$ cat src/rtl/core/q24a_pkg.sv
// Types, constants and operation codes of the Q24.8 fixed-point ALU.
// No dependencies.
`timescale 1ns / 1ps
`default_nettype none
package q24a_pkg;
	localparam int WORD_BITS     = 32;
	localparam int FRACTION_BITS = 8;
	localparam int FIELD_BITS    = 32;
	localparam int NUM_BITS      = WORD_BITS + FRACTION_BITS;
	localparam int QUEUE_DEPTH   = 4;
	localparam int QPTR_BITS     = $clog2(QUEUE_DEPTH);

	typedef enum logic [3:0] {
		OP_ADD, OP_SUB, OP_MUL, OP_DIV, OP_LT, OP_GT, OP_LE, OP_GE,
		OP_EQ, OP_NE, OP_INC, OP_DEC, OP_MIN, OP_MAX, OP_INT2FIX, OP_FIX2INT
	} op_t;

	typedef struct packed {
		logic [3:0]                   operation;
		logic signed [FIELD_BITS-1:0] operand_a;
		logic signed [FIELD_BITS-1:0] operand_b;
	} req_t;

	typedef struct packed {
		logic signed [FIELD_BITS-1:0] result_raw;
		logic                         compare_true;
		logic                         divide_by_zero;
	} rsp_t;

	typedef struct packed {
		op_t                         op;
		logic                        is_div;
		logic signed [WORD_BITS-1:0] a;
		logic signed [WORD_BITS-1:0] b;
	} work_t;
endpackage
`default_nettype wire

$ cat src/rtl/core/q24a_fifo.sv
// Short register queue between front and back.
// Depends on q24a_pkg.
`timescale 1ns / 1ps
`default_nettype none
module q24a_fifo import q24a_pkg::*; (
	input  wire logic  clk,
	input  wire logic  arst_n,
	input  wire logic  wr_valid,
	output logic       wr_full,
	input  wire work_t wr_data,
	output logic       rd_empty,
	input  wire logic  rd_pop,
	output work_t      rd_data
);
	work_t                mem_q [QUEUE_DEPTH];
	logic [QPTR_BITS-1:0] wr_ptr_q;
	logic [QPTR_BITS-1:0] rd_ptr_q;
	logic [QPTR_BITS:0]   count_q;
	logic                 do_wr;
	logic                 do_rd;

	assign wr_full  = count_q == (QPTR_BITS+1)'(QUEUE_DEPTH);
	assign rd_empty = count_q == '0;
	assign do_wr    = wr_valid && !wr_full;
	assign do_rd    = rd_pop && !rd_empty;
	assign rd_data  = mem_q[rd_ptr_q];

	always_ff @(posedge clk or negedge arst_n) begin
		if (!arst_n) begin
			wr_ptr_q <= '0;
			rd_ptr_q <= '0;
			count_q  <= '0;
		end else begin
			if (do_wr) wr_ptr_q <= wr_ptr_q + 1'b1;
			if (do_rd) rd_ptr_q <= rd_ptr_q + 1'b1;
			if (do_wr && !do_rd) count_q <= count_q + 1'b1;
			else if (do_rd && !do_wr) count_q <= count_q - 1'b1;
		end
	end

	always_ff @(posedge clk) begin
		if (do_wr) mem_q[wr_ptr_q] <= wr_data;
	end
endmodule
`default_nettype wire

$ cat config.mk
export PLATFORM = sky130hd
export DESIGN_NAME = q24a_fifo
export DESIGN_NICKNAME = d
export VERILOG_FILES = /design/src/rtl/core/q24a_pkg.sv /design/src/rtl/core/q24a_fifo.sv
export SDC_FILE = /design/constraint.sdc
export NUM_CORES = 1
export LEC_CHECK = 0
export BUFFER_PORTS_ARGS = -buffer_cell sky130_fd_sc_hd__buf_2
export CAP_MARGIN = 20
export CORE_MARGIN = 2
export CORE_UTILIZATION = 23
export DETAILED_ROUTE_END_ITERATION = 16
export PLACE_DENSITY = 0.47
export SLEW_MARGIN = 20
export SYNTH_ARGS = -nofsm -noshare
export SYNTH_HDL_FRONTEND = slang
export SYNTH_SLANG_ARGS = --single-unit
$ cat constraint.sdc
create_clock -name clk -period 5.5 [get_ports clk]
set_input_delay 1.1 -clock clk [delete_from_list [all_inputs] [get_ports clk]]
set_output_delay 1.1 -clock clk [all_outputs]
set_load 0.01 [all_outputs]
==> results of run 1 <==
-- cell type report --
type,instances,area (um^2)
Clock buffer,41,833
Inverter,4,15.0
Clock inverter,14,144
Tap cell,600,751
Multi-Input combinational cell,93,1790
Timing Repair Buffer,149,786
Sequential cell,283,8470
Fill cell,4508,32300
-- state kept, by name, indices dropped and copies added (netlist names) --
register	flops
mem_q	276
count_q	3
rd_ptr_q	2
wr_ptr_q	2
-- routing by layer --
| layer | up-vias | track usage (%) | share of wire [%] |
|---|---|---|---|
| met5 | - | 0 | 0.19 |
| met4 | 6 | 2.83 | 2.2 |
| met3 | 44 | 2.87 | 6.8 |
| met2 | 125 | 15.7 | 51 |
| met1 | 2441 | 11.0 | 40 |
| li1 | 2028 | - | - |
-- where the power goes --
part	internal, W	switching, W
Clock	0.00119	0.000803
Combinational	0.000876	0.000939
Sequential	0.00286	0.000259
Total	0.00492	0.00200
-- Yosys cell counts (all sizes together) --
library cell | instances | area share (%)
and2 | 4 | 0.24
buf | 16 | 1.8
clkbuf | 1 | 0.036
dfrtp | 7 | 1.7
edfxtp | 276 | 79
fa | 1 | 0.19
ha | 5 | 0.60
inv | 4 | 0.14
mux2 | 2 | 0.25
mux4 | 69 | 15
nand2 | 1 | 0.036
nand3 | 1 | 0.048
nor2 | 1 | 0.036
nor2b | 1 | 0.060
nor3b | 1 | 0.12
or3 | 1 | 0.060
xnor2 | 4 | 0.34
xor2 | 2 | 0.17
-- critical path: cells and delay by family (launching register included) --
kind | cells | cell delay [ps]
buffers and inverters | 2 | 520
flip-flops | 1 | 950
multiplexers | 1 | 600
-- placed cells by master, fill, tap and decap left out --
| cell | n |
|---|---|
| and2_4 | 4 |
| buf_12 | 2 |
| buf_2 | 143 |
| buf_4 | 4 |
| bufinv_16 | 3 |
| clkbuf_1 | 8 |
| clkbuf_16 | 31 |
| clkbuf_8 | 2 |
| clkinv_1 | 5 |
| clkinv_2 | 4 |
| clkinvlp_4 | 2 |
| dfrtp_1 | 5 |
| dfrtp_4 | 2 |
| edfxtp_1 | 276 |
| fa_1 | 1 |
| ha_1 | 5 |
| inv_1 | 4 |
| mux2_2 | 1 |
| mux2_4 | 1 |
| mux4_1 | 1 |
| mux4_2 | 68 |
| nand2_1 | 1 |
| nand3_1 | 1 |
| nor2_1 | 1 |
| nor2b_1 | 1 |
| nor3b_2 | 1 |
| or3_1 | 1 |
| xnor2_1 | 4 |
| xor2_1 | 2 |
-- per-stage QoR --
step	power, W	instance area (um^2)
after floorplan	0.00437	10500
after global placement	0.00500	11800
after detailed placement	0.00506	11800
after CTS	0.00710	12800
after global routing	0.00731	12800
final	0.00692	12800
-- worst paths after layout --
kind	end	slack, ps	cells after the start	startpoint
setup reg to reg	mem_q[1][48]	2870	4	count_q[2]
max in group asynchronous	rd_ptr_q[1]	4930	1	arst_n
hold reg to reg	count_q[2]	510	1	count_q[2]
hold / removal	rd_ptr_q[0]	380	1	arst_n
min in group clk	count_q[2]	510	1	count_q[2]
setup / recovery	rd_data[51]	1710	3	rd_ptr_q[0]
-- kinds of logic after synthesis --
| group | count (synthesis) | share of synthesized area (%) |
|---|---|---|
| xor gates and xnor gates | 6 | 0.503 |
| adders and majority gates | 6 | 0.790 |
| buffers and inverters | 21 | 2.01 |
| DFF | 283 | 80.9 |
| muxes | 71 | 15.2 |
| and+or+nand+nor | 10 | 0.598 |
==> flow_metrics.tcl, run 1 <==
set metrics [dict create \
    outcome "completed" \
    place_ws_ps 2120 \
    start_util_pct 23.2 \
    ir_worst_vdd_mv 0.254 \
    fin_setup_tns_ps 0 \
    ys_ff_latch 283 \
    clk_transition_reported_paths_ps 60 \
    holdBufCountCts 0 \
    rsz0062_at_grt "false" \
    synth_cell_types 22 \
    hold_viol_final 0 \
    gp_congestion 0.655 \
    cts_resized 0 \
    crit_type "reg -> out" \
    dp_hpwl_um 12600 \
    place_inst 1128 \
    cpPeakStageDelay_ps 950 \
    end_kind "output pin" \
    finalWorstSetupSlack_ps 1710 \
    slew_headroom_pct 46.0 \
    die_w_um 217 \
    die_area_um2 47200 \
    finClkSkew_ps 15.3 \
    numCtsBuffers 30 \
    synth_warnings 0 \
    overflow 0 \
    worst_slew_pin_slew_ps 810 \
    clock-sinks 283 \
    start_kind "flop" \
    cts_root_buf "clkbuf_16" \
    htree_levels 1 \
    postRouteWirelength_um 21700 \
    synth_fp_nets 476 \
    die_height_um 217 \
    finish.utilization_pct 28.4 \
    p_per_area_nw_per_um2 541 \
    antenna_cells 0 \
    crit_required_ps 4400 \
    grt_usage_pct 9.16 \
    worstPathMaxFanout 36 \
    drc 0 \
    worst_skew_pair.late_latency_ps 560 \
    grt_max_degree 71 \
    grt_pass1_vias 5099 \
    area_growth_pct 22.3 \
    vias_per_cell 3.92 \
    grt_pass1_wl_um 32500 \
    fin_cells 1184 \
    portBuffers 143 \
    path_cells "buf_12 -> mux4_2 -> buf_2" \
    io-pin-count 144 \
    crit_arrival_ps 2690 \
    drt_iter0_drc 297 \
    rows 78 \
    nets 640 \
    dr.pass1.iters 5 \
    fmax_mhz 264 \
    antenna_left 0 \
    fin_crit_ps 3790 \
    vias 4644 \
    hold_class "in -> async" \
    ys_seq_area_share_pct 80.9 \
    antenna_found_initial 3 \
    coreArea_um2 45100 \
    cts_tree "built" \
    holdWs_ps 379 \
    drive_gt1_share_pct 45.9 \
    syn_inst 397 \
    avgSynthCellArea_um2 26.3 \
    maxCapViolCount 0 \
    period_share_pct 68.9 \
    cpMaxStageDelayCell "dfrtp_4" \
    postCtsSetupBuffers 0 \
    p_leak_nw 4.26 \
    syn_area_um2 10500 \
    setup_viol 0 \
    max-clock-path-buffers 3 \
    drt-wirelength-per-cell_um 18.3 \
    final-max-slew-violation-count 0 \
]
(Power assumes the default switching activity.)
==> run 2: changes to the inputs <==
==> constraint.sdc (replaced) <==
create_clock -name clk -period 3.85 [get_ports clk]
set_input_delay 0.77 -clock clk [delete_from_list [all_inputs] [get_ports clk]]
set_output_delay 0.77 -clock clk [all_outputs]
set_load 0.01 [all_outputs]
==> run 2 against run 1 <==
Compared with the run above: power rose by 42%; first-iteration DRC count is 13% lower; critical path depth unchanged; clock skew rose by 0.56 ps; critical endpoint unchanged; flip-flop and latch count did not move; core utilization grew 0.053 points; design area rose by 0.19%; wire length increased by 0.72%; hold slack improved by 42 ps; non-clock buffer count grew 2.
==> flow_metrics.tcl, run 2 (synthesis results as in run 1) <==
set metrics [dict create \
    fin_crit_ps 3100 \
    nets 642 \
    grt_most_used_layer "met2" \
    grt_pass1_vias 5139 \
    fmax_mhz 322 \
    placed_area_um2 11900 \
    finClkSkew_ps 15.9 \
    rows 78 \
    biggestRegsByFlops "mem_q x276, count_q x3" \
    drt-wirelength-per-cell_um 18.5 \
    start_kind "flop" \
    maxCapViolCount 0 \
    grt_max_degree 72 \
    switchingPower_w 0.00291 \
    worst_skew_pair.late_latency_ps 570 \
    portBuffers 143 \
    drc 0 \
    fin_setup_tns_ps 0 \
    dr.pass1.iters 4 \
    path_cells "buf_12 -> mux4_2 -> buf_2" \
    worstPathMaxFanout 36 \
    met3_usage_pct 3.06 \
    pwr-share-comb_pct 28.5 \
    area_growth_pct 22.6 \
    place_inst 1130 \
    numCtsBuffers 30 \
    vias 4689 \
    ir_worst_vdd_mv 0.451 \
    htree_levels 1 \
    largest_reg_flops 276 \
    dp_hpwl_um 13500 \
    cts_resized 0 \
    top_register "mem_q" \
    use_met2_pct 15.6 \
    cts_root_buf "clkbuf_16" \
    fin_cells 1185 \
    internal-power_w 0.00692 \
    final-max-slew-violation-count 0 \
    grt_usage_pct 9.17 \
    antenna_left 0 \
    outcome "completed" \
    postRouteWirelength_um 21900 \
    p_leak_nw 4.26 \
    crit_arrival_ps 2330 \
    grt_pass1_wl_um 32500 \
    die_w_um 217 \
    clk_transition_reported_paths_ps 60 \
    drt_iter0_drc 257 \
    gp_congestion 0.645 \
    worst_slew_pin_slew_ps 627 \
    finish.utilization_pct 28.4 \
    hold_class "in -> reg" \
    p_seq_share_pct 43.8 \
    rsz0062_at_grt "false" \
    setup_viol 0 \
    crit_required_ps 3080 \
    vias_per_cell 3.96 \
    io-pin-count 144 \
    crit_type "reg -> out" \
    period_share_pct 80.6 \
    max-clock-path-buffers 3 \
    layout_common_cells "edfxtp_1, buf_2, mux4_2" \
    finalInstanceArea_um2 12800 \
    die_area_um2 47200 \
    cpMaxStageDelayCell "dfrtp_4" \
    slew_headroom_pct 58.2 \
    clock-sinks 283 \
    holdWs_ps 421 \
    switching_share_pct 29.6 \
    end_kind "output pin" \
    layout_commonest_cell "edfxtp_1" \
    grt_util_met1_pct 11.2 \
    p_per_area_nw_per_um2 767 \
    start_util_pct 23.2 \
    coreArea_um2 45100 \
    cpPeakStageDelay_ps 810 \
    overflow 0 \
    cts_tree "built" \
    hold_viol_final 0 \
    drive_gt1_share_pct 46.2 \
    die_height_um 217 \
    clkPwrFrac_pct 27.6 \
    antenna_found_initial 5 \
]
## run 2: worst paths after layout
path,startpoint,endpoint,slack [ps],depth (start not counted)
worst max-delay path,rd_ptr_q[1],rd_data[51],750,3
worst min-delay path,wr_data[32],mem_q[1][32],420,1
worst max register to register,count_q[2],mem_q[0][46],1460,4
worst min register to register,count_q[2],count_q[2],500,1
max in group asynchronous,arst_n,rd_ptr_q[0],3090,2
min in group asynchronous,arst_n,rd_ptr_q[1],570,2
## run 2: area by class of cell
| class | count | area (um^2) |
|---|---|---|
| Fill cell | 4420 | 32300 |
| Sequential cell | 283 | 8470 |
| Multi-Input combinational cell | 93 | 1790 |
| Timing Repair Buffer | 151 | 853 |
| Clock buffer | 33 | 762 |
| Tap cell | 600 | 751 |
| Clock inverter | 20 | 169 |
| Inverter | 4 | 15.0 |
| Antenna cell | 1 | 2.50 |
## run 2: stage by stage
step                      worst slack (ps)  total power, W
final                                  746         0.00983
after detailed placement              1120         0.00730
after global routing                   642          0.0103
after global placement                1160         0.00724
after floorplan                        736         0.00624
after CTS                              666          0.0101
## run 2: power groups by stage
stage | Sequential [W] | Clock (W) | Combinational, W
after floorplan | 0.00427 | 0 | 0.00198
after global placement | 0.00435 | 0 | 0.00289
after detailed placement | 0.00439 | 0 | 0.00291
after CTS | 0.00433 | 0.00281 | 0.00293
after global routing | 0.00437 | 0.00293 | 0.00304
final | 0.00431 | 0.00272 | 0.00280
## run 2: what timing repair did
action,CTS,global route
buffers inserted,0,0
hold endpoints to repair,1,0
hold buffers,1,0
## run 2: metal layers
metal | vias to the layer above | routed length [um]
met1 | 2470 | 8850
li1 | 2028 | -
met5 | - | 46
met4 | 8 | 425
met2 | 144 | 10800
met3 | 39 | 1760
## run 2: worst max-delay path, delay by kind of cell, from the launching register on
family	cells	cell delay [ps]
mux	1	390
flops	1	810
buf+inv	2	490
==> run 3: changes to the inputs <==
--- a/config.mk
+++ b/config.mk
@@ -10,7 +10,7 @@
 export CORE_MARGIN = 2
 export CORE_UTILIZATION = 23
 export DETAILED_ROUTE_END_ITERATION = 16
-export PLACE_DENSITY = 0.47
+export PLACE_DENSITY = 0.48
 export SLEW_MARGIN = 20
 export SYNTH_ARGS = -nofsm -noshare
 export SYNTH_HDL_FRONTEND = slang
==> constraint.sdc (replaced) <==
create_clock -name clk -period 2.7 [get_ports clk]
set_input_delay 0.54 -clock clk [delete_from_list [all_inputs] [get_ports clk]]
set_output_delay 0.54 -clock clk [all_outputs]
set_load 0.01 [all_outputs]
==> run 3 against run 2 <==
Compared with the run above: sequential power is 41% higher; count of clock-buffer cells in the layout grew 8; largest cell class unchanged; core utilization up 0.59 points; cell count grew 1.0%; hold slack lost 240 ps; sequential share of layout area shrank 1.4 points; critical path depth stayed put; power is 47% higher; wire length fell by 2.0%; largest power group unchanged; flip-flop and latch count stayed put.
==> flow_metrics.tcl, run 3 (synthesis results as in run 1) <==
set metrics [dict create \
    outcome "completed" \
    drt-wirelength-per-cell_um 17.9 \
    hold_depth 1 \
    slew_headroom_pct 77.3 \
    reg2reg_depth 8 \
    multiInputGateArea_um2 1790 \
    fin_crit_ps 2640 \
    place_ws_ps 568 \
    coreArea_um2 45100 \
    cp_top_family "multiplexers" \
    portBuffers 143 \
    path_cells "buf_16 -> mux4_2 -> buf_6" \
    drc 0 \
    p_leak_nw 4.37 \
    grt_usage_pct 9.23 \
    p_per_area_nw_per_um2 1100 \
    fmax_mhz 379 \
    setup_viol 0 \
    grt_max_degree 40 \
    maxCapViolCount 0 \
    overflow 0 \
    hold_class "in -> reg" \
    cts_tree "built" \
    rows 78 \
    reg2reg_to "count_q[2]" \
    grt_pass1_vias 5174 \
    crit_required_ps 2160 \
    clk_transition_reported_paths_ps 60 \
    min_to "mem_q[1][51]" \
    drt_iter0_drc 218 \
    antenna_left 0 \
    dp_hpwl_um 12800 \
    postRouteWirelength_um 21400 \
    worst_skew_pair.late_latency_ps 570 \
    period_share_pct 97.7 \
    ff2ff_setup_slack_ps 600 \
    top_register "mem_q" \
    dr.pass1.iters 4 \
    holdWs_ps 181 \
    final-max-slew-violation-count 0 \
    worstPathMaxFanout 39 \
    io-pin-count 144 \
    r2r-start "count_q[0]" \
    die_w_um 217 \
    area_growth_pct 25.1 \
    fin_cells 1197 \
    max-clock-path-buffers 3 \
    vias 4664 \
    worst_slew_pin_slew_ps 340 \
    worst-path-buf-inv 2 \
    layout_common_cells "edfxtp_1, buf_2, mux4_2" \
    largest_reg_flops 276 \
    antenna_found_initial 2 \
    regArea_um2 8470 \
    die_area_um2 47200 \
    rsz0062_at_grt "true" \
    htree_levels 1 \
    fillCellCount 4475 \
    layout_commonest_cell "edfxtp_1" \
    ir_worst_vdd_mv 0.577 \
    nets 652 \
    place_inst 1138 \
    numCtsBuffers 31 \
    finClkSkew_ps 24.3 \
    grt_pass1_wl_um 32700 \
    drive_gt1_share_pct 46.3 \
    clock-sinks 283 \
    vias_per_cell 3.90 \
    gp_congestion 0.627 \
    start_kind "flop" \
    cpPeakStageDelay_ps 590 \
    end_kind "output pin" \
    crit_type "reg -> out" \
    finalWorstSetupSlack_ps 62.5 \
    start_util_pct 23.2 \
    die_height_um 217 \
    biggestRegsByFlops "mem_q x276, count_q x3" \
    min_from "wr_data[51]" \
    crit_arrival_ps 2100 \
    hold_viol_final 0 \
    cpMaxStageDelayCell "mux4_2" \
    cts_root_buf "clkbuf_16" \
]
-- run 3: layout make-up --
class                           instances  share of cell area [%]
Sequential cell                       283                    64.7
Multi-Input combinational cell         93                    13.7
Timing Repair Buffer                  160                    8.68
Clock buffer                           41                    6.22
Tap cell                              600                    5.74
Clock inverter                         15                   0.784
Inverter                                4                   0.115
Antenna cell                            1                  0.0191
-- run 3: how the worst max path moves through the flow --
stage	slack, ps	to	cells past startpoint	from
2_1_floorplan	560	mem_q[0][0]	4	count_q[2]
3_3_place_gp	600	count_q[2]	8	count_q[0]
3_5_place_dp	570	count_q[2]	8	count_q[0]
4_1_cts	-3	rd_data[9]	3	rd_ptr_q[0]
5_1_grt	-40	rd_data[9]	3	rd_ptr_q[0]
6_report	60	rd_data[17]	3	rd_ptr_q[0]
-- run 3: repair_timing --
| action | 4_1_cts | 5_1_grt |
|---|---|---|
| setup buffers | 1 | 0 |
| endpoints found under the setup margin | 21 | 40 |
| resized for setup | 1 | 22 |
| hold buffers | 1 | 0 |
| endpoints found under the hold margin | 7 | 0 |
| pin swaps | 0 | 0 |
-- run 3: power by group --
group          total (W)  switching [W]  internal (W)  leakage (nW)
logic            0.00450        0.00227       0.00223          1.31
registers        0.00607       0.000257       0.00581          2.61
clock network    0.00384        0.00164       0.00220         0.446
total             0.0144        0.00417        0.0102          4.37
-- run 3: per-stage QoR --
step	TNS (ps)	cell area, um^2	power (W)	util [%]
6_report	0	13100	0.0144	29.0
5_1_grt	-540	13100	0.0152	29.0
4_1_cts	-3.34	12900	0.0145	28.7
3_5_place_dp	0	12000	0.0105	26.6
3_3_place_gp	0	12000	0.0105	26.6
2_1_floorplan	0	10500	0.00887	-
-- run 3: worst reg2reg max path, cell delays in order (launching register included) --
cell,delay (ps)
dfrtp_1,430
or3_1,430
nand2_1,120
ha_1,190
inv_1,60
fa_1,370
xor2_1,170
nor2_1,110
xor2_1,140
-- run 3: routing by layer --
metal  track usage [%]  vias up  share of wire (%)
met5                 0        -              0.061
met4              2.35        2                2.4
met3              2.99       44                6.7
met2              16.3      112                 51
met1              10.8     2455                 39
li1                  -     2051                  -
