`src/rtl/core/q24a_pkg.sv`:
```
// Types, constants and operation codes of the Q24.8 fixed-point ALU.
// No dependencies.
`timescale 1ns / 1ps
`default_nettype none
package q24a_pkg;
	localparam int WORD_BITS     = 32;
	localparam int FRACTION_BITS = 8;
	localparam int FIELD_BITS    = 32;
	localparam int NUM_BITS      = WORD_BITS + FRACTION_BITS;
	localparam int QUEUE_DEPTH   = 4;
	localparam int QPTR_BITS     = $clog2(QUEUE_DEPTH);

	typedef enum logic [3:0] {
		OP_ADD, OP_SUB, OP_MUL, OP_DIV, OP_LT, OP_GT, OP_LE, OP_GE,
		OP_EQ, OP_NE, OP_INC, OP_DEC, OP_MIN, OP_MAX, OP_INT2FIX, OP_FIX2INT
	} op_t;

	typedef struct packed {
		logic [3:0]                   operation;
		logic signed [FIELD_BITS-1:0] operand_a;
		logic signed [FIELD_BITS-1:0] operand_b;
	} req_t;

	typedef struct packed {
		logic signed [FIELD_BITS-1:0] result_raw;
		logic                         compare_true;
		logic                         divide_by_zero;
	} rsp_t;

	typedef struct packed {
		op_t                         op;
		logic                        is_div;
		logic signed [WORD_BITS-1:0] a;
		logic signed [WORD_BITS-1:0] b;
	} work_t;
endpackage
`default_nettype wire

```
`src/rtl/core/q24a_front.sv`:
```
// Front stage: accepts requests, trims operands to the word and tags divides.
// Depends on q24a_pkg.
`timescale 1ns / 1ps
`default_nettype none
module q24a_front import q24a_pkg::*; (
	input  wire logic  clk,
	input  wire logic  arst_n,
	input  wire logic  push,
	output logic       full,
	input  wire req_t  req,
	output logic       work_valid,
	input  wire logic  work_full,
	output work_t      work
);
	logic  valid_s1;
	work_t work_s1;
	logic  take;

	assign full       = valid_s1 && work_full;
	assign take       = push && !full;
	assign work_valid = valid_s1;
	assign work       = work_s1;

	always_ff @(posedge clk or negedge arst_n) begin
		if (!arst_n) begin
			valid_s1 <= 1'b0;
		end else if (!full) begin
			valid_s1 <= push;
		end
	end

	always_ff @(posedge clk) begin
		if (take) begin
			work_s1.op     <= op_t'(req.operation);
			work_s1.is_div <= op_t'(req.operation) == OP_DIV;
			work_s1.a      <= req.operand_a[WORD_BITS-1:0];
			work_s1.b      <= req.operand_b[WORD_BITS-1:0];
		end
	end
endmodule
`default_nettype wire

```
`config.mk`:
```
export PLATFORM = sky130hd
export DESIGN_NAME = q24a_front
export DESIGN_NICKNAME = d
export VERILOG_FILES = /design/src/rtl/core/q24a_pkg.sv /design/src/rtl/core/q24a_front.sv
export SDC_FILE = /design/constraint.sdc
export NUM_CORES = 1
export LEC_CHECK = 0
export ABC_AREA = 1
export BUFFER_PORTS_ARGS = -buffer_cell sky130_fd_sc_hd__buf_2
export CAP_MARGIN = 20
export CORE_ASPECT_RATIO = 0.5
export CORE_UTILIZATION = 25
export DETAILED_ROUTE_END_ITERATION = 10
export GPL_TIMING_DRIVEN = 0
export PLACE_DENSITY = 0.59
export SLEW_MARGIN = 20
export SYNTH_ARGS = -nofsm -noshare
export SYNTH_HDL_FRONTEND = slang
export SYNTH_SLANG_ARGS = --single-unit
```
`constraint.sdc`:
```
create_clock -name clk -period 7.79 [get_ports clk]
set_input_delay 0.779 -clock clk [delete_from_list [all_inputs] [get_ports clk]]
set_output_delay 0.779 -clock clk [all_outputs]
set_load 0.05 [all_outputs]
```
==> results_tabular.tex, run 1 <==
\begin{tabular}{lr}
\hline
Metric & Value \\
\hline
\multicolumn{2}{l}{\textbf{Global route}} \\
Number of global-route vias before repair & approximately 1.4k \\
Total global routing track utilization & 10.4\% \\
GR met1 Demand/Resource & roughly a tenth \\
Busiest grt layer & met2 \\
Global-route track usage on met2 & 20.5\% \\
Wire length of the first global-routing pass & 6820 um \\
Met3 routing resource usage after global routing & 2.93\% \\
Overflow left after global routing & 0 \\
Maximum number of pins on one net before global-route repair & 31 \\
Number of antenna violations at the first check in global routing & 0 \\
\multicolumn{2}{l}{\textbf{Setup path}} \\
Standard cell with the maximum stage delay on the critical path & buf\_2 \\
Kind of capture point of the worst setup path & primary output \\
Kind of critical path & in -> out \\
Worst endpoint required time & roughly 7 ns \\
Largest stage delay, worst path & 0.26 ns \\
Data arrival time at the worst-slack endpoint & 1.24 ns \\
Number of buffers and inverters on the critical path & 3 \\
Dominant delay contributor by cell family on the critical path & buffers and inverters \\
Startpoint kind of the worst setup timing path & primary input \\
Worst Path Max Fanout & 2 \\
Critical Path Most Common Cell & buf\_2 \\
Critical Path, Cell by Cell & buf\_2 -> nand2\_2 -> inv\_2 -> buf\_2 \\
\multicolumn{2}{l}{\textbf{Clock network}} \\
Clk root buf & clkbuf\_16 \\
Post-CTS setup buffer count & 0 \\
Number of cells upsized or downsized after cts & 0 \\
TritonCTS Buffers & 9 \\
CTS tree & yes \\
Source-to-sink clock delay at the later pin of the worst-skew pair & just over 0.3 ns \\
Maximum level of the CTS H-tree & 3 \\
Clock Sink Count & 70 \\
Count of hold buffers inserted by post-cts repair & 0 \\
Clock Path Buffers & 2 \\
Clock transition at the registers of the reported paths & 0.05 ns \\
\multicolumn{2}{l}{\textbf{Worst hold path}} \\
Classification of the worst-slack hold path & in -> async \\
\multicolumn{2}{l}{\textbf{Logic synthesis}} \\
Distinct cell type count of the synthesized netlist & 8 \\
Syn\_nets & between 150 and 200 \\
Netlist area before placement & 2140 um\^{}2 \\
Warning count from the yosys run & 0 \\
Top area cells in the synthesized netlist & edfxtp\_1, dfrtp\_1, inv\_1 \\
Register area share after synthesis & 98.0\% \\
Library cell occupying the most area in the post-synthesis netlist & edfxtp\_1 \\
Register bit count reported by yosys & 70 \\
Post-synthesis average cell area & 26.7 um\^{}2 \\
Area share of the leading cell type in the synthesized netlist & 96.8\% \\
Gate count of the mapped netlist & 80 \\
\multicolumn{2}{l}{\textbf{Floorplanning}} \\
Total die area & 8950 um\^{}2 \\
Number of core rows & 23 \\
Core footprint & 8140 um\^{}2 \\
Horizontal extent of the die & around 130 um \\
Y dimension of the die & 67.4 um \\
Count of pins on the block boundary & $\sim$140 \\
Initial standard-cell utilization of the core & 26.3\% \\
\multicolumn{2}{l}{\textbf{Timing}} \\
Final worst-path cycle share & 25.9\% \\
Final Skew & 0.00309 ns \\
Setup TNS after final layout & 0 ns \\
Transition time at the pin with the least slew margin & 0.614 ns \\
Crit path time final & roughly 2 ns \\
Fin. max-slew vios & 0 \\
RSZ-0062 raised after global routing & false \\
Final count of hold timing violations & 0 \\
Setup Viol. Count Final & 0 \\
Worst slew margin & 58.9\% \\
Peak Freq & 495 MHz \\
\multicolumn{2}{l}{\textbf{Layout}} \\
Number of antenna diodes & 0 \\
Net count, final & 307 \\
Highest-count cells in the layout ignoring fill and taps & buf\_2, edfxtp\_1, clkbuf\_16 \\
Footprint of the flip-flops and latches & around 2100 um\^{}2 \\
P\&R area growth vs syn & 56.4\% \\
Combined area of the multi-input logic cells & 32.5 um\^{}2 \\
Leading cell type in the layout, fill and taps excluded & buf\_2 \\
Share of layout cells above drive strength 1 & approximately 67\% \\
Number of inserted filler cells in the final layout & 758 \\
\multicolumn{2}{l}{\textbf{Power}} \\
Peak supply drop & 0.118 mV \\
Leakage Power & between 1 and 1.5 nW \\
Pwr Density & roughly 290 nW/um\^{}2 \\
Power consumption & 977 uW \\
\multicolumn{2}{l}{\textbf{Flow run}} \\
Max-cap violation count & 0 \\
\multicolumn{2}{l}{\textbf{Route}} \\
Drt first-iter violations & 37 \\
Post-route antenna net violation count & 0 \\
Wire length per cell & 13.5 um \\
Drt pass-1 iters & 4 \\
Post-DR vias/cell & 3.64 \\
Overall routed net length & 4740 um \\
Post-route DRC violation count & 0 \\
Number of vias after detailed routing & 1279 \\
\multicolumn{2}{l}{\textbf{Status}} \\
Outcome & finished clean \\
\multicolumn{2}{l}{\textbf{Placed design}} \\
Routability Congestion & approximately 0.67 \\
Port Buffer Count & approximately 140 \\
\hline
\end{tabular}
==> cells by family after synthesis <==
group                  Yosys count  synth area share, %
and+or+nand+nor                  6                 1.29
buffers and inverters            4                0.702
DFF                             70                 98.0
==> Yosys cell counts, drive strengths merged <==
| library cell | instances |
|---|---|
| nor2 | 2 |
| edfxtp | 69 |
| dfrtp | 1 |
| nand2 | 4 |
| inv | 4 |
==> through the flow <==
stage | worst slack [ns] | util, % | hold WS (ns) | instance area [um^2] | cells
after floorplan | 4.58 | - | 0.483 | 2140 | 80
final | 5.77 | 41.1 | 0.234 | 3350 | 351
after detailed placement | 5.69 | 37.4 | 0.500 | 3040 | 336
after CTS | 5.77 | 41.1 | 0.220 | 3350 | 351
after global routing | 5.75 | 41.1 | 0.216 | 3350 | 351
after global placement | 4.08 | 36.7 | 0.484 | 2990 | 334
==> metal layers <==
metal,up-vias,share of wire [%]
met5,-,0
met4,0,1.4
met3,6,1.6
met2,23,62
met1,630,35
li1,620,-
==> state kept, by name (all words and copies together), names as in the netlist <==
register and cells:
work 69, work_valid 1
==> final timing paths <==
| check | slack (ns) | end | cells after the start | startpoint |
|---|---|---|---|---|
| worst max-delay path | 5.77 | full | 4 | work_full |
| worst min-delay path | 0.23 | work_valid$_DFFE_PN0N_ | 1 | arst_n |
| worst max register to register | 6.20 | work[56]$_DFFE_PP_ | 4 | work_valid$_DFFE_PN0N_ |
| worst min register to register | 0.51 | work_valid$_DFFE_PN0N_ | 2 | work_valid$_DFFE_PN0N_ |
| max in group asynchronous | 7.47 | work_valid$_DFFE_PN0N_ | 1 | arst_n |
| min in group clk | 0.51 | work_valid$_DFFE_PN0N_ | 2 | work_valid$_DFFE_PN0N_ |
==> layout make-up <==
type / count / area share (%)
flip-flops and latches: 70 / 62.7
repair buffers: 144 / 22.7
clock buffers: 10 / 6.84
well taps: 112 / 4.19
clock inverters: 5 / 2.24
multi-input cells: 6 / 0.972
inverters: 4 / 0.449
==> power breakdown <==
part / internal (mW) / switching (mW) / total, mW
clock: 0.276 / 0.134 / 0.410
sequential: 0.439 / 0.00456 / 0.444
combinational: 0.0291 / 0.0938 / 0.123
(Power assumes the default switching activity.)
==> run 2: changes to the inputs <==
--- a/config.mk
+++ b/config.mk
@@ -12,7 +12,7 @@
 export CORE_UTILIZATION = 25
 export DETAILED_ROUTE_END_ITERATION = 10
 export GPL_TIMING_DRIVEN = 0
-export PLACE_DENSITY = 0.59
+export PLACE_DENSITY = 0.6
 export SLEW_MARGIN = 20
 export SYNTH_ARGS = -nofsm -noshare
 export SYNTH_HDL_FRONTEND = slang
==> constraint.sdc (replaced) <==
create_clock -name clk -period 1.6 [get_ports clk]
set_input_delay 0.16 -clock clk [delete_from_list [all_inputs] [get_ports clk]]
set_output_delay 0.16 -clock clk [all_outputs]
set_load 0.05 [all_outputs]
==> results_tabular.tex, run 2 (synthesis gave the netlist of run 1 again) <==
\begin{tabular}{lr}
\hline
Metric & Value \\
\hline
\multicolumn{2}{l}{\textbf{Floorplanning}} \\
Total die area & around 9000 um\^{}2 \\
Number of core rows & 23 \\
Initial standard-cell utilization of the core & between 20\% and 30\% \\
Horizontal extent of the die & approximately 130 um \\
Y dimension of the die & 67.4 um \\
Core footprint & 8140 um\^{}2 \\
Count of pins on the block boundary & 143 \\
\multicolumn{2}{l}{\textbf{Power}} \\
Peak supply drop & around 0.48 mV \\
Portion of total power attributed to combinational logic & a little over an eighth \\
Clock Power Share & between 30\% and 40\% \\
Sw Share & 24.9\% \\
Leakage Power & roughly 1.5 nW \\
Switch Pwr & around 1.2 mW \\
Sequential share of power & 46.5\% \\
Pwr Density & 1360 nW/um\^{}2 \\
Int Power & 3.49 mW \\
\multicolumn{2}{l}{\textbf{Clock network}} \\
CTS tree & yes \\
Source-to-sink clock delay at the later pin of the worst-skew pair & 0.32 ns \\
Clk root buf & clkbuf\_16 \\
Maximum level of the CTS H-tree & 3 \\
TritonCTS Buffers & 9 \\
Clock transition at the registers of the reported paths & 0.05 ns \\
Clock Sink Count & 70 \\
Clock Path Buffers & 2 \\
\multicolumn{2}{l}{\textbf{Layout}} \\
Leading cell type in the layout, fill and taps excluded & buf\_2 \\
Number of antenna diodes & 0 \\
Number of flip-flops under the largest register name & just under 70 \\
Net count, final & 312 \\
Footprint of the flip-flops and latches & 2100 um\^{}2 \\
Number of inserted filler cells in the final layout & 740 \\
Highest-count cells in the layout ignoring fill and taps & buf\_2, edfxtp\_1, clkbuf\_16 \\
P\&R area growth vs syn & 59.5\% \\
Share of layout cells above drive strength 1 & 66.9\% \\
Combined area of the multi-input logic cells & $\sim$38 um\^{}2 \\
\multicolumn{2}{l}{\textbf{Global route}} \\
Total global routing track utilization & 11.3\% \\
Number of antenna violations at the first check in global routing & 0 \\
Number of global-route vias before repair & 1387 \\
Wire length of the first global-routing pass & roughly 7300 um \\
Maximum number of pins on one net before global-route repair & 28 \\
Overflow left after global routing & 0 \\
\multicolumn{2}{l}{\textbf{Route}} \\
Drt pass-1 iters & 4 \\
Met2 wire len & 3050 um \\
Post-DR vias/cell & 3.81 \\
Number of vias after detailed routing & 1359 \\
Overall routed net length & 5050 um \\
Post-route DRC violation count & 0 \\
Routed length on met3 & 160 um \\
Drt first-iter violations & 79 \\
Wire length per cell & 14.1 um \\
Met1 layer wirelength in the final routing & between 1500 and 2000 um \\
Topmost layer with routed signal wires & met4 \\
Post-route antenna net violation count & 0 \\
\multicolumn{2}{l}{\textbf{Timing}} \\
Worst slew margin & between 80\% and 90\% \\
Crit path time final & 1.28 ns \\
Setup Viol. Count Final & 0 \\
Final Skew & between 0.003 and 0.004 ns \\
Fin. max-slew vios & 0 \\
Worst Hold Margin & 0.0146 ns \\
Final worst-path cycle share & 79.8\% \\
Final count of hold timing violations & 0 \\
Crit path setup slack, layout & 0.323 ns \\
RSZ-0062 raised after global routing & false \\
Transition time at the pin with the least slew margin & 0.274 ns \\
Peak Freq & 783 MHz \\
\multicolumn{2}{l}{\textbf{Setup path}} \\
Kind of critical path & reg -> reg \\
Kind of capture point of the worst setup path & register \\
Worst Path Max Fanout & 27 \\
Data arrival time at the worst-slack endpoint & about 1.3 ns \\
Cell count of the worst reg-to-reg path & 5 \\
Startpoint kind of the worst setup timing path & register \\
Worst endpoint required time & approximately 1.6 ns \\
\multicolumn{2}{l}{\textbf{Worst hold path}} \\
Hold Path Cell Cnt & 1 \\
Classification of the worst-slack hold path & in -> reg \\
\multicolumn{2}{l}{\textbf{Flow run}} \\
Max-cap violation count & 0 \\
\multicolumn{2}{l}{\textbf{Placed design}} \\
Port Buffer Count & 142 \\
Worst setup slack before clock tree synthesis & -0.0675 ns \\
Routability Congestion & 0.689 \\
Detailed placer's ending HPWL & 3880 um \\
\multicolumn{2}{l}{\textbf{Status}} \\
Outcome & finished clean \\
\hline
\end{tabular}
[run 2: cell count changes in the layout (fill, tap and decap cells not counted), sizes merged]
cell,change
buf,+3
clkinv,+2
bufinv,-1
dlygate4sd3,+2
[run 2: power by group through the flow]
| stage | Combinational, mW | Sequential, mW | Clock [mW] |
|---|---|---|---|
| global route | 0.658 | 2.17 | 1.97 |
| CTS | 0.636 | 2.16 | 1.88 |
| floorplan | 0.0509 | 2.55 | 0 |
| detailed placement | 0.615 | 2.20 | 0 |
| global placement | 0.581 | 2.20 | 0 |
| finish | 0.632 | 2.16 | 1.85 |
[run 2: worst max-delay path, cell delays in order (launching register included)]
cell and delay, ns:
dfrtp_2 0.42, nand2_4 0.09, inv_8 0.03, nor2_4 0.09, buf_12 0.14, buf_16 0.18
[run 2: final timing paths]
| kind | slack (ns) | from | to |
|---|---|---|---|
| worst min-delay path | 0.01 | req[10] | work[10]$_DFFE_PP_ |
| worst min register to register | 0.56 | work_valid$_DFFE_PN0N_ | work_valid$_DFFE_PN0N_ |
| max in group asynchronous | 1.36 | arst_n | work_valid$_DFFE_PN0N_ |
| min in group asynchronous | 0.15 | arst_n | work_valid$_DFFE_PN0N_ |
| worst max-delay path | 0.32 | work_valid$_DFFE_PN0N_ | work[58]$_DFFE_PP_ |
| worst max register to register | 0.32 | work_valid$_DFFE_PN0N_ | work[58]$_DFFE_PP_ |
[run 2: routing by layer]
metal | up-vias | global-route usage (%)
li1 | 637 | -
met1 | 687 | 11.8
met2 | 27 | 21.5
met3 | 8 | 4.05
met4 | 0 | 4.17
met5 | - | 0
[run 2: layout make-up]
type	count	area share, %
timing repair buffer	149	24.4
sequential	70	61.5
tap	112	4.11
clock buffer	10	6.71
multi-input combinational	6	1.10
clock inverter	6	1.54
inverter	4	0.660
[run 2: what timing repair did]
action	4_1_cts	5_1_grt
setup buffers	3	0
resized for setup	0	0
hold endpoints to repair	1	1
hold buffers	1	1
setup endpoints to repair	52	0
[run 2: per-stage QoR]
step                      util (%)  TNS, ns  area [um^2]  power, mW  cells
final                         41.9        0         3410       4.65    357
after global placement        36.9   -46.54         3010       2.78    334
after detailed placement      37.6    -3.13         3060       2.81    336
after CTS                     41.8        0         3400       4.68    356
after floorplan                  -   -38.05         2160       2.60     80
after global routing          41.9        0         3410       4.80    357
==> run 3: changes to the inputs <==
--- a/config.mk
+++ b/config.mk
@@ -12,7 +12,7 @@
 export CORE_UTILIZATION = 25
 export DETAILED_ROUTE_END_ITERATION = 10
 export GPL_TIMING_DRIVEN = 0
-export PLACE_DENSITY = 0.6
+export PLACE_DENSITY = 0.59
 export SLEW_MARGIN = 20
 export SYNTH_ARGS = -nofsm -noshare
 export SYNTH_HDL_FRONTEND = slang
==> constraint.sdc (replaced) <==
create_clock -name clk -period 1.2 [get_ports clk]
set_input_delay 0.12 -clock clk [delete_from_list [all_inputs] [get_ports clk]]
set_output_delay 0.12 -clock clk [all_outputs]
set_load 0.05 [all_outputs]
==> results_tabular.tex, run 3 (synthesis gave the netlist of run 1 again) <==
\begin{tabular}{lr}
\hline
Metric & Value \\
\hline
\multicolumn{2}{l}{\textbf{Status}} \\
Outcome & finished, violations left \\
Violated checks & setup timing \\
\multicolumn{2}{l}{\textbf{Clock network}} \\
Clk root buf & clkbuf\_16 \\
Source-to-sink clock delay at the later pin of the worst-skew pair & roughly 0.33 ns \\
TritonCTS Buffers & 9 \\
Clock Sink Count & 70 \\
CTS tree & yes \\
Clock Path Buffers & 2 \\
Clock transition at the registers of the reported paths & 0.05 ns \\
Maximum level of the CTS H-tree & 3 \\
\multicolumn{2}{l}{\textbf{Setup path}} \\
Standard cell with the maximum stage delay on the critical path & dfrtp\_2 \\
Startpoint kind of the worst setup timing path & register \\
Largest stage delay, worst path & 0.42 ns \\
Kind of capture point of the worst setup path & register \\
Critical Path, Cell by Cell & nand2\_4 -> inv\_8 -> nor2\_4 -> buf\_12 -> buf\_12 -> buf\_16 \\
Worst endpoint required time & 1.24 ns \\
Kind of critical path & reg -> reg \\
Data arrival time at the worst-slack endpoint & between 1 and 1.5 ns \\
Critical Path Most Common Cell & buf\_12 \\
Cell count of the worst reg-to-reg path & 6 \\
Worst Path Max Fanout & 8 \\
\multicolumn{2}{l}{\textbf{Floorplanning}} \\
Core footprint & 8140 um\^{}2 \\
Number of core rows & 23 \\
Initial standard-cell utilization of the core & 26.3\% \\
Count of pins on the block boundary & 143 \\
Total die area & $\sim$9000 um\^{}2 \\
Horizontal extent of the die & 133 um \\
Y dimension of the die & $\sim$67 um \\
\multicolumn{2}{l}{\textbf{Layout}} \\
Number of antenna diodes & 0 \\
Highest-count cells in the layout ignoring fill and taps & buf\_2, dlygate4sd3\_1, edfxtp\_1 \\
Leading cell type in the layout, fill and taps excluded & buf\_2 \\
Share of layout cells above drive strength 1 & 53.0\% \\
Number of flip-flops under the largest register name & 69 \\
P\&R area growth vs syn & 94.0\% \\
Non-Filler Instances & between 400 and 500 \\
Net count, final & 384 \\
\multicolumn{2}{l}{\textbf{Timing}} \\
Transition time at the pin with the least slew margin & 0.284 ns \\
Final Skew & around 0.0033 ns \\
Peak Freq & 765 MHz \\
Fin. max-slew vios & 0 \\
RSZ-0062 raised after global routing & true \\
Worst slew margin & 81.2\% \\
Final worst-path cycle share & 109\% \\
Crit path time final & 1.31 ns \\
Setup Viol. Count Final & 68 \\
Crit path setup slack, layout & -0.107 ns \\
Setup TNS after final layout & -5.01 ns \\
Final count of hold timing violations & 0 \\
\multicolumn{2}{l}{\textbf{Global route}} \\
Overflow left after global routing & 0 \\
GR met1 Demand/Resource & 12.8\% \\
Total global routing track utilization & 13.5\% \\
Wire length of the first global-routing pass & 8640 um \\
Met3 routing resource usage after global routing & 3.90\% \\
Busiest grt layer & met2 \\
Number of antenna violations at the first check in global routing & 0 \\
Number of global-route vias before repair & 1758 \\
Global-route track usage on met2 & between 20\% and 30\% \\
Maximum number of pins on one net before global-route repair & 16 \\
\multicolumn{2}{l}{\textbf{Route}} \\
Number of vias after detailed routing & 1668 \\
Post-route DRC violation count & 0 \\
Post-DR vias/cell & 3.89 \\
Drt first-iter violations & 81 \\
Drt pass-1 iters & 4 \\
Post-route antenna net violation count & 0 \\
Overall routed net length & 6150 um \\
Wire length per cell & 14.3 um \\
\multicolumn{2}{l}{\textbf{Power}} \\
Peak supply drop & between 0.7 and 0.8 mV \\
Leakage Power & 1.78 nW \\
Power consumption & 6.41 mW \\
Pwr Density & 1540 nW/um\^{}2 \\
\multicolumn{2}{l}{\textbf{Placed design}} \\
Routability Congestion & 0.738 \\
Detailed placer's ending HPWL & 3870 um \\
Worst setup slack before clock tree synthesis & -0.449 ns \\
Port Buffer Count & 142 \\
Placed cells & 336 \\
\multicolumn{2}{l}{\textbf{Flow run}} \\
Max-cap violation count & 0 \\
\multicolumn{2}{l}{\textbf{Worst hold path}} \\
Hold Path Cell Cnt & 3 \\
Classification of the worst-slack hold path & in -> reg \\
\hline
\end{tabular}
-- run 3: what timing repair did --
item	4_1_cts	5_1_grt
buffers inserted	5	1
pin swaps	2	0
gates cloned	3	0
hold buffers	69	0
endpoints found under the setup margin	61	70
gates resized for setup	7	0
endpoints found under the hold margin	69	0
-- run 3: power breakdown --
| part | internal (mW) | switching [mW] |
|---|---|---|
| clock network | 1.57 | 0.905 |
| logic | 0.389 | 0.665 |
| registers | 2.85 | 0.0337 |
| total | 4.81 | 1.60 |
-- run 3: worst paths after layout --
path / endpoint / slack (ns) / from
min in group asynchronous: work_valid$_DFFE_PN0N_ / 0.11 / arst_n
setup / recovery: work[62]$_DFFE_PP_ / -0.11 / work_valid$_DFFE_PN0N_
max in group asynchronous: work_valid$_DFFE_PN0N_ / 1.00 / arst_n
setup reg to reg: work[62]$_DFFE_PP_ / -0.11 / work_valid$_DFFE_PN0N_
hold reg to reg: work_valid$_DFFE_PN0N_ / 0.54 / work_valid$_DFFE_PN0N_
hold / removal: work_valid$_DFFE_PN0N_ / 0.03 / push
-- run 3: cell type report --
cell class	instances	area, um^2
fill	682	3990
sequential	70	2100
timing repair buffer	221	1570
clock buffer	9	225
tap	112	140
clock inverter	7	55.1
multi-input combinational	6	37.5
inverter	4	22.5
-- run 3: routing by layer --
metal	part of all wire (%)	vias up
met5	0	-
met4	2.6	0
met3	3.1	14
met2	60	33
met1	34	843
li1	-	778
-- run 3: critical path: cells and delay by family, from the launching register on --
| kind | cells | cell delay, ns |
|---|---|---|
| buffers and inverters | 4 | 0.39 |
| and+or+nand+nor | 2 | 0.21 |
| DFF | 1 | 0.42 |
-- run 3: stage by stage --
| step | utilization, % | cell area (um^2) | hold WS (ns) |
|---|---|---|---|
| 2_1_floorplan | - | 2160 | -0.176 |
| 5_1_grt | 51.0 | 4150 | 0.0358 |
| 6_report | 51.0 | 4150 | 0.0337 |
| 3_5_place_dp | 37.4 | 3050 | -0.101 |
| 4_1_cts | 51.2 | 4170 | 0.0268 |
| 3_3_place_gp | 36.9 | 3010 | -0.104 |
